File: src/plc_pkg.sv
package plc_pkg;

	// Number of class slots; labels index the slots directly
	localparam int LABEL_COUNT = 256;
	localparam int SLOT_W      = $clog2(LABEL_COUNT);
	localparam int LABEL_W     = 8;
	// Next-number counter can reach LABEL_COUNT itself
	localparam int COUNT_W     = 9;

	// Result beat handed from the table stage to the output register
	typedef struct packed {
		logic [LABEL_W-1:0] canonical_label;
		logic               last_out;
	} plc_beat_t;

endpackage

File: src/partition_label_canonicalizer_unit.sv
// Channel  | Dir | Signals                         | Contents
// s_axis   | in  | tvalid tready tdata[7:0] tlast  | label, last
// m_axis   | out | tvalid tready tdata[7:0] tlast  | canonical_label, last_out
//
// One label per cycle unless m_axis stalls; via table stage, output register.
// The rate is set by the single map memory read or write per beat.
// Reset clears all seen marks and the counter at once; no sweep is needed.
// A stalled output beat is held in the output register; the input keeps
// flowing until the table stage also fills.
module partition_label_canonicalizer_unit (
	input  logic                         clk,
	input  logic                         arst_n,
	input  logic                         s_axis_tvalid,
	output logic                         s_axis_tready,
	input  logic [plc_pkg::LABEL_W-1:0]  s_axis_tdata,  // [7:0] label
	input  logic                         s_axis_tlast,
	output logic                         m_axis_tvalid,
	input  logic                         m_axis_tready,
	output logic [plc_pkg::LABEL_W-1:0]  m_axis_tdata,  // [7:0] canonical_label
	output logic                         m_axis_tlast
);

	logic               beat_valid;
	logic               beat_take;
	plc_pkg::plc_beat_t beat;

	plc_class_table u_table (
		.clk       (clk),
		.arst_n    (arst_n),
		.in_valid  (s_axis_tvalid),
		.in_ready  (s_axis_tready),
		.label     (s_axis_tdata),
		.last      (s_axis_tlast),
		.beat_valid(beat_valid),
		.beat      (beat),
		.beat_take (beat_take)
	);

	plc_out_stage u_out (
		.clk       (clk),
		.arst_n    (arst_n),
		.beat_valid(beat_valid),
		.beat      (beat),
		.beat_take (beat_take),
		.out_valid (m_axis_tvalid),
		.out_ready (m_axis_tready),
		.out_data  (m_axis_tdata),
		.out_last  (m_axis_tlast)
	);

endmodule

File: src/plc_class_table.sv
// Class map memory, seen marks and next-number counter.
// The map entry of a new class is written at the edge that accepts it, so
// a later beat with the same label reads the written value with no bypass.
module plc_class_table (
	input  logic                         clk,
	input  logic                         arst_n,
	input  logic                         in_valid,
	output logic                         in_ready,
	input  logic [plc_pkg::LABEL_W-1:0]  label,
	input  logic                         last,
	output logic                         beat_valid,
	output plc_pkg::plc_beat_t           beat,
	input  logic                         beat_take
);

	logic [plc_pkg::LABEL_W-1:0] map_mem [plc_pkg::LABEL_COUNT];
	logic [plc_pkg::LABEL_COUNT-1:0] seen_q;
	logic [plc_pkg::COUNT_W-1:0] count_q;
	logic [plc_pkg::LABEL_W-1:0] rd_q;

	logic                        valid_s1;
	logic                        new_s1;
	logic [plc_pkg::LABEL_W-1:0] num_s1;
	logic                        last_s1;

	logic                        acc;
	logic                        hit;
	logic [plc_pkg::SLOT_W-1:0]  slot;

	// Slot select: a label wraps modulo the slot count
	assign slot     = label[plc_pkg::SLOT_W-1:0];
	assign hit      = seen_q[slot];
	assign in_ready = !valid_s1 || beat_take;
	assign acc      = in_valid && in_ready;

	// Seen marks and counter; a closing beat clears both
	always_ff @(posedge clk or negedge arst_n) begin
		if (!arst_n) begin
			seen_q  <= '0;
			count_q <= '0;
		end else if (acc) begin
			if (last) begin
				seen_q  <= '0;
				count_q <= '0;
			end else if (!hit) begin
				seen_q[slot] <= 1'b1;
				count_q      <= count_q + plc_pkg::COUNT_W'(1);
			end
		end
	end

	// Map memory: write on first sight, registered read otherwise
	always_ff @(posedge clk) begin
		if (acc && !hit) begin
			map_mem[slot] <= count_q[plc_pkg::LABEL_W-1:0];
		end
		if (acc && hit) begin
			rd_q <= map_mem[slot];
		end
	end

	// Stage 1 control
	always_ff @(posedge clk or negedge arst_n) begin
		if (!arst_n) begin
			valid_s1 <= 1'b0;
		end else if (in_ready) begin
			valid_s1 <= in_valid;
		end
	end

	// Stage 1 payload
	always_ff @(posedge clk) begin
		if (acc) begin
			new_s1  <= !hit;
			num_s1  <= count_q[plc_pkg::LABEL_W-1:0];
			last_s1 <= last;
		end
	end

	assign beat_valid           = valid_s1;
	assign beat.canonical_label = new_s1 ? num_s1 : rd_q;
	assign beat.last_out        = last_s1;

endmodule

File: src/plc_out_stage.sv
// Output register: holds a finished beat while the sink stalls.
module plc_out_stage (
	input  logic                         clk,
	input  logic                         arst_n,
	input  logic                         beat_valid,
	input  plc_pkg::plc_beat_t           beat,
	output logic                         beat_take,
	output logic                         out_valid,
	input  logic                         out_ready,
	output logic [plc_pkg::LABEL_W-1:0]  out_data,
	output logic                         out_last
);

	logic out_valid_q;

	assign beat_take = beat_valid && (!out_valid_q || out_ready);

	// Valid flag
	always_ff @(posedge clk or negedge arst_n) begin
		if (!arst_n) begin
			out_valid_q <= 1'b0;
		end else if (!out_valid_q || out_ready) begin
			out_valid_q <= beat_valid;
		end
	end

	// Payload
	always_ff @(posedge clk) begin
		if (beat_take) begin
			out_data <= beat.canonical_label;
			out_last <= beat.last_out;
		end
	end

	assign out_valid = out_valid_q;

endmodule

File: config.mk
export PLATFORM = sky130hd
export DESIGN_NAME = partition_label_canonicalizer_unit
export DESIGN_NICKNAME = d
export VERILOG_FILES = /design/src/plc_pkg.sv /design/src/partition_label_canonicalizer_unit.sv /design/src/plc_class_table.sv /design/src/plc_out_stage.sv
export SDC_FILE = /design/constraint.sdc
export NUM_CORES = 2
export LEC_CHECK = 0
export BUFFER_PORTS_ARGS = -buffer_cell sky130_fd_sc_hd__buf_2
export CAP_MARGIN = 0
export CORE_UTILIZATION = 40
export CTS_BUF_LIST = sky130_fd_sc_hd__clkbuf_16
export DETAILED_ROUTE_END_ITERATION = 10
export PLACE_DENSITY = 0.54
export SYNTH_ARGS = -nofsm -noshare
export SYNTH_HDL_FRONTEND = slang
export SYNTH_HIERARCHICAL = 1
export SYNTH_SLANG_ARGS = --single-unit
File: constraint.sdc
create_clock -name clk -period 15.05 [get_ports clk]
set_input_delay 3.01 -clock clk [delete_from_list [all_inputs] [get_ports clk]]
set_output_delay 3.01 -clock clk [all_outputs]
set_load 0.05 [all_outputs]
Yosys cells after proc, flatten, opt, wreduce, memory -nomap -nowiden
Memory sizes are Yosys's and may differ from the RTL's. A register that Yosys moved wholly into a read port is not among the register bits.
Index checks and enable logic that the tools add are counted.
{ "totals": {"ff_bits": 286, "mem_bits_rw": 2048, "in_bits": 13, "output_inout_bits": 11, "elab_cells": 37, "memories": 1} }
{ "mem_list": {"columns": ["memory", "words", "word_bits", "read_ports", "rd_clocked_by_memory_dff", "write_ports", "line_no", "text"], "rows": [
  ["u_table.map_mem", 256, 8, 1, 1, 1, "plc_class_table.sv:16", "logic [plc_pkg::LABEL_W-1:0] map_mem [plc_pkg::LABEL_COUNT];"]
]} }
{ "op_classes": {"addsub": 1, "order_cmp": 2, "eq_ne": 1, "mux": 11, "bitwise_logic": 1, "n_reduce_logical": 11} }
{ "ops": {"columns": ["operator", "n"], "rows": [
  ["two-way mux 256 bit", 2],
  ["OR 256 bit", 1],
  ["two-way mux 9 bit", 2],
  ["adder 9 x 1 -> 9 bit (second input constant)", 1],
  ["less-than comparator 8 x 9 -> 1 bit (second input constant)", 1],
  ["binary-select mux 1 bit (select 8 bit)", 1],
  ["demux 1 bit (select 8 bit)", 1],
  ["greater-or-equal comparator 8 x 1 -> 1 bit (second input constant)", 1],
  ["two-way mux 8 bit", 1],
  ["logical AND 1 bit", 5],
  ["two-way mux 1 bit", 4],
  ["logical NOT 1 bit", 3],
  ["logical OR 1 bit", 2],
  ["!= test 2 bit (second input constant)", 1],
  ["AND reduction 2 bit", 1]
]} }

Depth between registers and ports, before layout
{ "depth": {"word_depth": 8, "mapped_depth": 13, "mapped_depth_nobuf": 8} }

Hierarchy
Netlist, hierarchy kept.
{ "by_module_without_submodules": {"columns": ["module", "instances", "cells_each", "area_per_inst_um2", "seq_area_each_um2"], "rows": [
  ["plc_class_table", 1, 4448, 92337.3, 68670.9],
  ["plc_out_stage", 1, 13, 314.1, 295.3]
]} }

Worst setup path after synthesis
No wires, ideal clock.
{ "synth_path": {"path_type": "input to output", "start": "input port m_axis_tready", "end": "output port s_axis_tready", "t_arrival_ps": 3935, "required_ps": 12040, "setup_slack_ps": 8105, "path_stages": 3, "n_path_buf": 0, "path_cell_list": "nand2b_1 and2_1 nand2b_1"} }
{ "synth_via": {"elab_chain_cells": 3} }
{ "synth_lines": {"columns": ["element", "line_no", "text"], "rows": [
  ["start: declaration", "partition_label_canonicalizer_unit.sv:18", "input logic m_axis_tready,"],
  ["logical OR 1 bit", "plc_out_stage.sv:16", "assign beat_take = beat_valid && (!out_valid_q || out_ready);"],
  ["logical AND 1 bit", "plc_out_stage.sv:16", null],
  ["net beat_take", "partition_label_canonicalizer_unit.sv:24", "logic beat_take;"],
  ["logical OR 1 bit", "plc_class_table.sv:33", "assign in_ready = !valid_s1 || beat_take;"],
  ["end: declaration", "partition_label_canonicalizer_unit.sv:14", "output logic s_axis_tready,"]
]} }
The timed path passes the listed nets, and every way through them passes these cells.

Worst setup path in the final report
{ "layout_path": {"start": "input port s_axis_tdata[1] (netlist bit)", "end": "memory u_table/map_mem[32][7] (netlist bit) (enable)"} }
{ "layout_via": {"elab_chain_cells": 6} }
{ "layout_lines": {"columns": ["element", "line_no", "text"], "rows": [
  ["start: declaration", "partition_label_canonicalizer_unit.sv:15", "input logic [plc_pkg::LABEL_W-1:0] s_axis_tdata,"],
  ["binary-select mux 1 bit (select 8 bit)", "plc_class_table.sv:32", "assign hit = seen_q[slot];"],
  ["two-way mux 1 bit (not written as such)", "plc_class_table.sv:32", null],
  ["logical NOT 1 bit", null, null],
  ["logical AND 1 bit", "plc_class_table.sv:54", "if (acc && !hit) begin"],
  ["two-way mux 1 bit", "plc_class_table.sv:54", null],
  ["two-way mux 1 bit (not written as such)", "plc_class_table.sv:55", "map_mem[slot] <= count_q[plc_pkg::LABEL_W-1:0];"],
  ["end: declaration", "plc_class_table.sv:16", null]
]} }
Several ways; a longest one is shown, not always the timed one. The select of a mux whose other input is x is not followed.

==> impl_metrics.toml <==
[status]
status = "finished clean"

[clocking]
cts_tree = "built"
cts_htree_levels = 4
hold_buffers = 0
cts_sinks = 2341
postCtsSetupBuffers = 0
cts_resized = 0
clock_path_buffers = 3
cts_buffers = 232
clkSlewWorstSetupHoldPaths_ps = 60
cts_root_buffer = "clkbuf_16"
insertion_delay_ps = 880

[routing]
routed_wl_um = 255000
drt_iter0_drc = 5299
vias_per_cell = 6.02
firstDrtPassIters = 5
drc = 0
num_vias = 46600
ant_nets = 0
post_drt_wl_per_cell_um = 32.9

[final_layout]
final_cell_area_um2 = 104000
n_fill_cell = 19100
drive_gt1_share_pct = 28.1
area_growth_pct = 12.7
finalNonFillerCells = 7743
nets = 4530

[global_routing]
grt_pass1_vias = 46900
antenna_found_initial = 15
gr-total-overflow = 0
grt_pass1_wl_um = 366000
grt_max_degree = 134
grt_usage_pct = 21.8

[worst_setup_path]
cp-start-kind = "primary input"
crit_chain = "buf_8 > buf_12 > buf_4 > mux4_2 > a22oi_1 > a21oi_1 > o41ai_1 > nand4_1 > inv_2 > nand2_8 > buf_4 > buf_4 > nor3_1"
worst-path-max-fanout = 119
arrival_ps = 9780
slowest_delay_ps = 910
cp_num_buf_inv = 6
rr_startpoint = "u_out/out_valid"
crit_top_cell = "buf_4"
endpoint_kind = "register"
path_delay_family = "buffers and inverters"
required_ps = 15540
cp_slowest_cell = "nor3_1"
critPathLaunch = "s_axis_tdata[1]"
crit_type = "primary input to register"

[sta]
finalWorstSetupSlack_ps = 5770
rsz0062_at_grt = "false"
final_max_slew_viol_count = 0
relSlewSlack_pct = 6.38
setup-tns-final_ps = 0
max_slew.worst_pin.slew_ps = 1390
finClkSkew_ps = 33.3
clock.fmax_mhz = 108
hold_viol_final = 0
period_share_pct = 61.7
setup_viol = 0
fin_crit_ps = 9280

[yosys]
synth_compound_area_share_pct = 3.07
syn_nets = 4475
synthesis.area_um2 = 92700
yosysWarnings = 6
synth.distinct_cells = 45
synth_ff_type = "edfxtp_1"
synthTopCellsByArea = "edfxtp_1 (67%), mux4_2 (17%), dfrtp_1 (7.2%)"
synth.ff_latch_count = 2341
synthSimpleGateAreaFrac_pct = 3.09
synthXorXnorAreaFrac_pct = 0
yosysMostFrequentCell = "edfxtp_1"
yosys-top-cells-count = "edfxtp_1 (2,075), mux4_2 (716), dfrtp_1 (266)"
synth-async-reset-ratio_pct = 11.4
avgSynthCellArea_um2 = 20.8
synthMuxAreaShare_pct = 17.7
netlist.area_leader.share_pct = 67.3
synthCells = 4461
synth_enable_flop_cells = 2075
synthAdderAreaFrac_pct = 0.0135
synth_top_family_by_area = "multiplexers"
seq_area_frac_synth_pct = 74.4
synth_area_leader_cell = "edfxtp_1"

[floorplan]
io_pins = 24
rows = 176
coreArea_um2 = 230000
die-width_um = 483
die_h_um = 483
dieArea_um2 = 234000
start_util_pct = 40.3

[place]
placed_cell_area_um2 = 96600
place_ws_ps = 4900
portBuffers = 23
dp_cells = 7306
dp_hpwl_um = 149000
place_congestion = 0.830

[pwr]
ir_drop_mv = 0.115
p_int_mw = 10.8
power_leakage_nw = 34.4
power.density_nw_per_um2 = 134
power_frac_comb_pct = 5.8
p_seq_share_pct = 52.3
switchingPower_mw = 3.19
power.share.clock_pct = 41.9
p_sw_share_pct = 22.8

[min_path]
hp-class = "register to register"
min_from = "u_table/last_s1"

[job]
drv_cap = 0
through the flow:
| stage | hold WS (ps) | util (%) | power (mW) |
|---|---|---|---|
| 2_1_floorplan | 438 | - | 7.89 |
| 3_3_place_gp | 405 | 42.0 | 8.27 |
| 3_5_place_dp | 412 | 42.0 | 8.28 |
| 4_1_cts | 424 | 45.3 | 14.1 |
| 5_1_grt | 437 | 45.4 | 14.4 |
| 6_report | 425 | 45.4 | 14.0 |
routing by layer:
metal | vias to the layer above | part of all wire, % | GRT usage, %
met3 | 355 | 6.8 | 3.59
met5 | - | 0.0043 | 0
met2 | 1901 | 47 | 33.5
met1 | 25500 | 44 | 32.1
li1 | 18900 | - | -
met4 | 2 | 2.9 | 6.57
sequential cells by signal (all words and copies together) (netlist names):
signal	flops
u_table/rd_q	8
u_table/count_q	8
u_table/num_s1	8
u_table/beat_valid	1
u_table/map_mem	2048
u_out/out_data	8
u_out/out_last	1
u_out/out_valid	1
u_table/last_s1	1
u_table/seen_q	256
u_table/new_s1	1
cells in the final DEF (no fill, tap or decap), types with 5 or more instances in the layout:
master      count
nand2_1       247
o41ai_1       164
o31ai_1        33
nand2_4        10
dfrtp_1       258
nor3_2         15
mux2_2         13
mux4_2        716
or3_1          19
edfxtp_1     2075
clkinvlp_4     16
buf_4         169
nand2b_1        8
nand3_1        22
bufinv_16      31
nor2b_1         5
a22oi_1        44
nor2_1         72
mux2i_1        10
o21ai_0        22
inv_6           6
clkinv_1       40
buf_2          18
a21oi_1        22
inv_16          5
inv_1          45
nor3_1        214
a22o_1         50
and2_1          6
diode_2         5
clkinv_4        6
clkbuf_16     234
dfrtp_4         8
clkinv_2       49
worst register-to-register path: cells and delay by family, from the launching register on:
kind                   cells  cell delay, ps
buffers and inverters      3            2860
DFF                        1             340
AOI/OAI and AO/OA          1             110
and+or+nand+nor            6            2920
final timing paths:
check | endpoint | slack [ps] | depth (start not counted)
min in group asynchronous | u_table/seen_q[129] | 2270 | 1
worst max register to register | u_table/seen_q[95] | 8710 | 10
max in group asynchronous | u_table/count_q[3] | 10990 | 2
worst min register to register | u_out/out_last | 420 | 0
worst max-delay path | u_table/map_mem[32][7] | 5770 | 13
worst min-delay path | u_out/out_last | 420 | 0
power groups by stage:
stage	logic, mW	registers (mW)	clock network [mW]
after CTS	0.827	7.31	5.97
final	0.813	7.31	5.86
after global placement	0.822	7.45	0
after floorplan	0.367	7.53	0
after detailed placement	0.829	7.45	0
after global routing	0.854	7.31	6.20
area by class of cell:
cell class / count / area [um^2] / share of cell area, %
Tap cell: 3026 / 3790 / 3.63
Multi-Input combinational cell: 1737 / 22300 / 21.4
Timing Repair Buffer: 198 / 1530 / 1.47
Sequential cell: 2341 / 69000 / 66.1
Antenna cell: 5 / 12.5 / 0.0120
Clock buffer: 234 / 5860 / 5.61
Clock inverter: 196 / 1850 / 1.77
Inverter: 6 / 22.5 / 0.0216
cell families (layout without fill, tap and decap cells):
| logic type | Yosys count | after routing |
|---|---|---|
| AOI/OAI and AO/OA | 355 | 355 |
| adders and majority gates | 1 | 1 |
| buffers and inverters | 383 | 634 |
| DFF | 2341 | 2341 |
| muxes | 739 | 739 |
| other | 0 | 5 |
| and+or+nand+nor | 642 | 642 |
No activity file was read; power rests on OpenSTA's default activity.
